`src/rtl/lncc_pkg.sv`:
```
// Shared constants, types and register indexes of the local correlation block.
`default_nettype none

package lncc_pkg;

    localparam int MAX_WINDOW       = 16;
    localparam int MAX_PADDED_WIDTH = 2048;

    localparam int LOG_WIN   = $clog2(MAX_WINDOW);
    localparam int PIX_W     = 8;
    localparam int COL_W     = $clog2(MAX_PADDED_WIDTH);
    localparam int ROW_W     = COL_W + 1;
    localparam int HROW_W    = $clog2(MAX_WINDOW - 1);
    localparam int SLOT_W    = LOG_WIN;
    localparam int WS_W      = 5;
    localparam int HIST_DEPTH = (MAX_WINDOW - 1) * MAX_PADDED_WIDTH;
    localparam int HIST_AW   = HROW_W + COL_W;

    localparam int CLIN_W    = PIX_W + LOG_WIN;
    localparam int CSQ_W     = 2 * PIX_W + LOG_WIN;
    localparam int WLIN_W    = PIX_W + 2 * LOG_WIN;
    localparam int WSQ_W     = 2 * PIX_W + 2 * LOG_WIN;
    localparam int N_W       = 2 * LOG_WIN + 1;
    localparam int N2_W      = 4 * LOG_WIN + 1;
    localparam int A_W       = WSQ_W + 2 * LOG_WIN;
    localparam int R_W       = A_W + 16;

    localparam int RAD_W     = 64;
    localparam int ROOT_W    = RAD_W / 2;
    localparam int DIV_STEPS = 17;

    // Configuration register indexes.
    localparam logic [1:0] CFG_WINDOW_SIZE  = 2'd0;
    localparam logic [1:0] CFG_IMAGE_WIDTH  = 2'd1;
    localparam logic [1:0] CFG_IMAGE_HEIGHT = 2'd2;
    localparam logic [1:0] CFG_REG_WEIGHT   = 2'd3;

    localparam logic [4:0]  RST_WINDOW_SIZE  = 5'd8;
    localparam logic [10:0] RST_IMAGE_WIDTH  = 11'd640;
    localparam logic [10:0] RST_IMAGE_HEIGHT = 11'd480;
    localparam logic [15:0] RST_REG_WEIGHT   = 16'd3277;

    // Vertical sums of one column: linear and product terms of both images.
    typedef struct packed {
        logic [CLIN_W-1:0] f;
        logic [CLIN_W-1:0] g;
        logic [CSQ_W-1:0]  ff;
        logic [CSQ_W-1:0]  gg;
        logic [CSQ_W-1:0]  fg;
    } vsum_t;

    typedef struct packed {
        logic busy;
        logic done;
    } sq_status_t;

endpackage

`default_nettype wire

```
`src/rtl/lncc_sqrt.sv`:
```
// Iterative integer square root, two radicand bits per cycle.
`default_nettype none

module lncc_sqrt (
    input  wire logic                        clk,
    input  wire logic                        rst_n,
    input  wire logic                        start,
    input  wire logic [lncc_pkg::RAD_W-1:0]  radicand,
    output lncc_pkg::sq_status_t             status,
    output logic [lncc_pkg::ROOT_W-1:0]      root
);

    localparam int CNT_W = $clog2(lncc_pkg::ROOT_W);
    localparam int REM_W = lncc_pkg::ROOT_W + 2;

    logic [lncc_pkg::RAD_W-1:0]  rad_reg;
    logic [REM_W-1:0]            rem_reg;
    logic [lncc_pkg::ROOT_W-1:0] root_reg;
    logic [CNT_W-1:0]            cnt_reg;
    logic                        busy_reg;
    logic                        done_reg;

    logic [REM_W+1:0]            rem_sh;
    logic [REM_W+1:0]            trial;
    logic                        take;
    logic [REM_W-1:0]            rem_next;
    logic [lncc_pkg::ROOT_W-1:0] root_next;

    always_comb
    begin
        rem_sh    = {rem_reg, rad_reg[lncc_pkg::RAD_W-1 -: 2]};
        trial     = {2'b00, root_reg, 2'b01};
        take      = (rem_sh >= trial);
        rem_next  = take ? REM_W'(rem_sh - trial) : rem_sh[REM_W-1:0];
        root_next = {root_reg[lncc_pkg::ROOT_W-2:0], take};
    end

    always_ff @(posedge clk or negedge rst_n)
    begin
        if (!rst_n)
        begin
            busy_reg <= 1'b0;
            done_reg <= 1'b0;
            cnt_reg  <= '0;
        end
        else
        begin
            done_reg <= 1'b0;
            if (start)
            begin
                busy_reg <= 1'b1;
                cnt_reg  <= '0;
            end
            else if (busy_reg)
            begin
                cnt_reg <= cnt_reg + 1'b1;
                if (cnt_reg == CNT_W'(lncc_pkg::ROOT_W - 1))
                begin
                    busy_reg <= 1'b0;
                    done_reg <= 1'b1;
                end
            end
        end
    end

    always_ff @(posedge clk)
    begin
        if (start)
        begin
            rad_reg  <= radicand;
            rem_reg  <= '0;
            root_reg <= '0;
        end
        else if (busy_reg)
        begin
            rad_reg  <= {rad_reg[lncc_pkg::RAD_W-3:0], 2'b00};
            rem_reg  <= rem_next;
            root_reg <= root_next;
        end
    end

    assign status.busy = busy_reg;
    assign status.done = done_reg;
    assign root        = root_reg;

endmodule

`default_nettype wire
```
`config.mk`:
```
export PLATFORM = sky130hd
export DESIGN_NAME = lncc_sqrt
export DESIGN_NICKNAME = d
export VERILOG_FILES = /design/src/rtl/lncc_pkg.sv /design/src/rtl/lncc_sqrt.sv
export SDC_FILE = /design/constraint.sdc
export NUM_CORES = 1
export LEC_CHECK = 0
export ABC_AREA = 1
export ABC_CLOCK_PERIOD_IN_PS = 3550
export BUFFER_PORTS_ARGS = -buffer_cell sky130_fd_sc_hd__buf_4
export CAP_MARGIN = 20
export CORE_ASPECT_RATIO = 1.1
export CORE_MARGIN = 2
export CORE_UTILIZATION = 25
export CTS_CLUSTER_DIAMETER = 50
export CTS_CLUSTER_SIZE = 40
export DETAILED_ROUTE_END_ITERATION = 16
export HOLD_SLACK_MARGIN = 0.02
export PLACE_DENSITY = 0.47
export SLEW_MARGIN = 10
export SYNTH_ARGS = -nofsm -noshare
export SYNTH_HDL_FRONTEND = slang
export SYNTH_SLANG_ARGS = --single-unit
```
`constraint.sdc`:
```
create_clock -name clk -period 3.55 [get_ports clk]
set_input_delay 0.71 -clock clk [delete_from_list [all_inputs] [get_ports clk]]
set_output_delay 0.71 -clock clk [all_outputs]
set_load 0.005 [all_outputs]
```
==> flow_summary.toml, run 1 <==
[timing]
hold_viol = 0
timing.setup.tns_ns = 0
fin_crit_sh = 0.747
max_freq_ghz = 0.377
worst_pin_slew_ns = 0.719
drv_slew = 0
rsz0062_at_grt = "no"
max_slew_margin = 0.520
setup_viol = 0
finalClockSkew_ns = 0.0137
layout_min_cycle_time_ns = 2.65

[die]
core_area_um2 = 32400
die_y_um = 195
core.rowCount = 69
num_io_pins = 101
initial_core_util = 0.255
dieArea_um2 = 34500
die_w_um = 177

[clocking]
cts_buffers = 17
root_buffer = "clkbuf_16"
htree_levels = 4
clockBufferDepth = 2
post-cts-setup-buffers = 0
cts_sinks = 137
cts_tree = "built"
ctsHoldBuffers = 0
clkTransAtPathRegs_ns = 0.08
post_cts_resize_count = 0
clkLatencyLatePin_ns = 0.43

[global_route]
gr-total-overflow = 0
grt_max_degree = 59
track_usage = 0.147
grt_pass1_vias = 7481
grt_first_pass_wirelength_um = 39700
antenna_found_initial = 0

[final_layout]
final_nets = 1375
area_delta_synth_final_pct = 22.2
largest_register_ffs = 64
drive_above_1_share = 0.130
n_antenna_cell = 0
fin_cells = 1711

[worst_setup_path]
worstPathArrival_ns = 2.97
crit_fanout = 35
cp.required_ns = 3.86
crit_type = "reg -> reg"
reg2reg_depth = 14
critPathLaunchType = "flop"
setup.worst_path.end_class = "flop"

[synthesis]
synth_top_area_frac = 0.233
synth.ff_latch_count = 137
syn_inst = 1179
yosysTopAreaCell = "edfxtp_1"
synth_edf_count = 64
yosysUniqueCellTypes = 37
async_reset_ff_frac = 0.0511
yosysWarnings = 0
syn_area_per_cell_um2 = 7.00
synthFlopType = "dfxtp_1"
yosysSeqAreaShare = 0.414
synth_area_um2 = 8250
synth_area_leaders = "edfxtp_1 23%, nand2_1 22%, dfxtp_1 16%"
syn_nets = 1282

[power_and_ir_drop]
leakage_nw = 5.11
vdd_ir_drop_max_mv = 0.327
power_density_nw_per_um2 = 843

[route]
drtIter0Drc = 349
wirelength_um = 24500
antenna_left = 0
wl_per_cell_um = 14.3
vias = 7430
drt-pass1-iter-count = 5
drcViolationCount = 0
viasPerCell = 4.34

[place]
io_buffers = 100
dpl.hpwl_um = 18800
placedCellCount = 1679
place.gp.congestion = 0.895

[hold_path]
hp-class = "in -> async"

[outcome]
status = "finished, final reports clean"

[run]
maxCapViolCount = 0
[critical path, cell delays in order (launching register included)]
cell	delay, ns
dfxtp_1	0.33
inv_1	0.07
ha_1	0.35
a21oi_1	0.22
nand2_1	0.10
nand2_1	0.07
nand2_1	0.06
nand2_1	0.06
nand2_1	0.12
nor2_8	0.43
nand2_8	0.23
nand2_2	0.23
nand2_1	0.07
nand2_1	0.07
nand2_1	0.04
[final cells by class]
type	count	area, µm²
Inverter	178	671
Fill cell	3618	22300
Clock buffer	18	429
Clock inverter	14	205
Multi-Input combinational cell	827	3970
Tap cell	426	533
Timing Repair Buffer	111	846
Sequential cell	137	3420
[path summary, 6_finish.rpt]
path | endpoint | startpoint | slack, ns
worst max-delay path | rem_reg[27] | root[21] | 0.90
worst min-delay path | cnt_reg[0] | rst_n | 0.09
worst max register to register | rem_reg[27] | root[21] | 0.90
worst min register to register | rem_reg[32] | rem_reg[32] | 0.45
max in group asynchronous | cnt_reg[2] | rst_n | 3.32
min in group clk | rem_reg[32] | rem_reg[32] | 0.45
[kinds of logic after synthesis]
logic type | Yosys count | share of synthesized area
buffers and inverters | 215 | 0.104
DFF | 137 | 0.414
adders and majority gates | 36 | 0.0546
AOI/OAI and AO/OA | 105 | 0.0731
and+or+nand+nor | 671 | 0.338
xor gates and xnor gates | 15 | 0.0159
[synthesized netlist by cell type (2+ instances only)]
master	instances
nor2_2	3
inv_1	176
buf_6	4
xnor2_1	11
inv_2	2
clkbuf_1	23
o21bai_1	7
dfrtp_1	7
nand4_1	11
nor3_1	6
nand3_1	75
edfxtp_1	64
buf_4	2
buf_2	4
nand2_1	493
xor2_1	4
ha_1	36
nand3b_1	7
nand2_2	8
o21ai_1	12
o21ai_0	22
a21oi_1	29
nor4_1	3
o22ai_1	31
dfxtp_1	66
buf_1	3
nor2_1	58
nor2_4	3
[layout by cell type (no fill, tap or decap), types with 8 or more instances in the layout]
cell type,n
nand2_1,493
inv_1,175
buf_4,110
nand3_1,75
dfxtp_1,66
edfxtp_1,64
nor2_1,56
ha_1,36
o22ai_1,31
a21oi_1,29
o21ai_0,22
clkbuf_16,17
o21ai_1,12
nand4_1,11
xnor2_1,11
nand2_2,8
[stage by stage]
step	power [mW]	instance area (µm²)	hold WS, ns	worst slack (ns)	util
after floorplan	5.48	8250	0.414	0.0111	-
after global placement	6.60	9440	0.443	0.885	0.292
after detailed placement	6.59	9440	0.440	0.899	0.292
after CTS	8.59	10100	0.0800	0.869	0.311
after global routing	9.29	10100	0.0744	0.660	0.311
final	8.49	10100	0.0910	0.898	0.311
[per-layer routing]
metal / track usage / wire length, µm / part of all wire
met1: 0.188 / 11400 / 0.47
met2: 0.250 / 11700 / 0.48
met3: 0.0346 / 1050 / 0.043
met4: 0.0300 / 327 / 0.013
met5: 0 / 0 / 0
[where the power goes]
part | internal [mW] | switching [mW] | leakage, nW | total [mW]
logic | 1.51 | 2.97 | 3.47 | 4.49
clock network | 1.14 | 0.810 | 0.308 | 1.95
registers | 1.91 | 0.136 | 1.34 | 2.05
total | 4.57 | 3.92 | 5.11 | 8.49
Note: power is estimated with default switching activity, not from simulation.
==> inputs of run 2 (changes only) <==
ABC_AREA = 0   (was 1)
ABC_CLOCK_PERIOD_IN_PS = 2700   (was 3550)
clock period = 2.7 ns   (was 3.55 ns; I/O delays follow)
==> flow_summary.toml, run 2 <==
[final_layout]
n_antenna_cell = 0
fin_util = 0.332
layout_commonest_cell = "buf_4"
final_cell_mix = "166 x buf_4, 77 x nor2_1, 65 x dfxtp_1, 64 x edfxtp_1, 62 x mux2_2"
register_area_um2 = 3420
largest_register_ffs = 64
area_delta_synth_final_pct = 31.1
drive_above_1_share = 0.342
final_nets = 1004
fillers = 3189
multi_input_area_um2 = 4040

[place]
place.gp.congestion = 0.817
pre_cts_slack_ns = -0.114
dpl.hpwl_um = 14600
io_buffers = 100

[die]
die_w_um = 171
core.rowCount = 67
die_y_um = 188
core_area_um2 = 30300
dieArea_um2 = 32200
num_io_pins = 101
initial_core_util = 0.253

[worst_setup_path]
worstPathArrival_ns = 2.89
r2r-start = "root[24]"
critPathLaunchType = "flop"
reg2reg_depth = 11
crit_type = "reg -> reg"
setup.worst_path.end_class = "flop"
crit_fanout = 9
cp.required_ns = 3.02
reg2reg_to = "rem_reg[27]"
reg2reg_slack_ns = 0.13

[synthesis]
syn_area_per_cell_um2 = 10.2
yosysWarnings = 0
synth_fa_ha_area_frac = 0.0586
yosysSeqAreaShare = 0.445
synth_compound_area_frac = 0.139
syn_nets = 859
yosysTopAreaCell = "edfxtp_1"
synth_area_leaders = "edfxtp_1 25%, dfxtp_1 17%, mux2_2 9.1%"
synth_top_area_frac = 0.250
synth.ff_latch_count = 137
syn_inst = 756
synth_most_common_cell = "nor2_1"
yosysUniqueCellTypes = 68
synthFlopType = "dfxtp_1"
synthSimpleGateAreaFrac = 0.130
synth_area_um2 = 7680
synth_xor_area_frac = 0.0376
async_reset_ff_frac = 0.0511
synth_top_family_by_area = "multiplexers"
synth.area.mux_share = 0.142
synth_edf_count = 64
ys_top_cells_by_count = "77 x nor2_1, 66 x dfxtp_1, 64 x edfxtp_1"

[global_route]
track_usage = 0.131
gr-total-overflow = 0
grt_pass1_vias = 6198
antenna_found_initial = 0
grt_first_pass_wirelength_um = 33300
grt_max_degree = 65

[clocking]
clockBufferDepth = 2
cts_buffers = 17
cts_sinks = 137
clkLatencyLatePin_ns = 0.44
cts_tree = "built"
root_buffer = "clkbuf_16"
clkTransAtPathRegs_ns = 0.07
htree_levels = 4

[route]
wl_per_cell_um = 15.1
drt-pass1-iter-count = 4
drcViolationCount = 0
viasPerCell = 4.55
antenna_left = 0
vias = 6042
wirelength_um = 20100
drtIter0Drc = 290

[run]
maxCapViolCount = 0

[timing]
max_slew_margin = 0.625
setup_viol = 0
fin_crit_sh = 0.951
setup_slack_ns = 0.133
max_freq_ghz = 0.390
drv_slew = 0
worst_pin_slew_ns = 0.562
hold_viol = 0
finalClockSkew_ns = 0.0142
layout_min_cycle_time_ns = 2.57
rsz0062_at_grt = "no"

[hold_path]
hp-class = "in -> reg"
hold_end = "rad_reg[1]"
hold_start = "radicand[1]"
holdPathStages = 2

[power_and_ir_drop]
power_density_nw_per_um2 = 1050
leakage_nw = 4.31
vdd_ir_drop_max_mv = 0.462
total_power_mw = 10.6

[outcome]
status = "finished, final reports clean"
[run 2: cell types whose count changed in the layout (fill, tap and decap cells not counted), moves of 16 or more]
cell	previous run	this run
nand3_1	75	24
buf_4	110	166
a311oi_1	0	16
mux2i_1	0	39
nand2_1	493	61
o22ai_1	31	1
nor2_1	56	77
inv_1	175	40
mux2_2	0	62
[run 2: per-layer routing]
layer,share of wire,track usage
met1,0.46,0.168
met2,0.45,0.205
met3,0.075,0.0509
met4,0.013,0.0378
met5,0,0
[run 2: timing repair]
item / in CTS / in global routing
endpoints found under the hold margin: 7 / 0
setup buffers: 0 / 2
hold buffers: 1 / 0
setup endpoints to repair: 5 / 32
pin swaps: 0 / 4
resized for setup: 3 / 34
[run 2: kinds of logic after synthesis]
logic type / after synthesis
flip-flops: 137
AND/OR/NAND/NOR: 215
XOR/XNOR: 33
adder cells (fa/ha/maj): 36
AO/OA/AOI/OAI: 147
multiplexers: 101
buffers and inverters: 87
[run 2: through the flow]
stage	TNS [ns]	instances	cell area [µm²]	hold WS, ns
3_5_place_dp	-0.196	1293	9310	0.361
5_1_grt	0	1328	10100	0.373
3_3_place_gp	-0.112	1293	9310	0.362
2_1_floorplan	0	756	7690	0.244
4_1_cts	0	1326	9930	0.367
6_report	0	1328	10100	0.385
[run 2: worst max path at each step]
stage / startpoint / to / slack (ns) / cells after the start
floorplan: start / rad_reg[0] / 0.12 / 4
global placement: root[6] / rem_reg[31] / -0.06 / 10
detailed placement: root[6] / rem_reg[31] / -0.11 / 10
CTS: root[3] / rem_reg[26] / 0.04 / 11
global route: root[21] / rem_reg[27] / 0.01 / 11
finish: root[24] / rem_reg[27] / 0.13 / 11
[run 2: power breakdown]
group,switching [mW],internal [mW],total (mW)
sequential,0.180,2.50,2.68
clock,1.11,1.33,2.44
combinational,2.88,2.58,5.45
total,4.16,6.41,10.6
[run 2: layout make-up]
cell class	count	share of cell area
Inverter	42	0.0160
Clock inverter	15	0.0170
Sequential cell	137	0.340
Tap cell	414	0.0514
Clock buffer	17	0.0422
Multi-Input combinational cell	532	0.401
Timing Repair Buffer	171	0.133
[run 2: worst max-delay path, cell delays in order (launching register included)]
cell      delay, ns
dfxtp_1        0.33
inv_1          0.05
ha_2           0.38
and4_2         0.29
and4_4         0.25
nor2_1         0.05
nand3_1        0.14
o211ai_4       0.10
a21o_2         0.24
buf_4          0.19
a41o_1         0.24
a31o_2         0.20
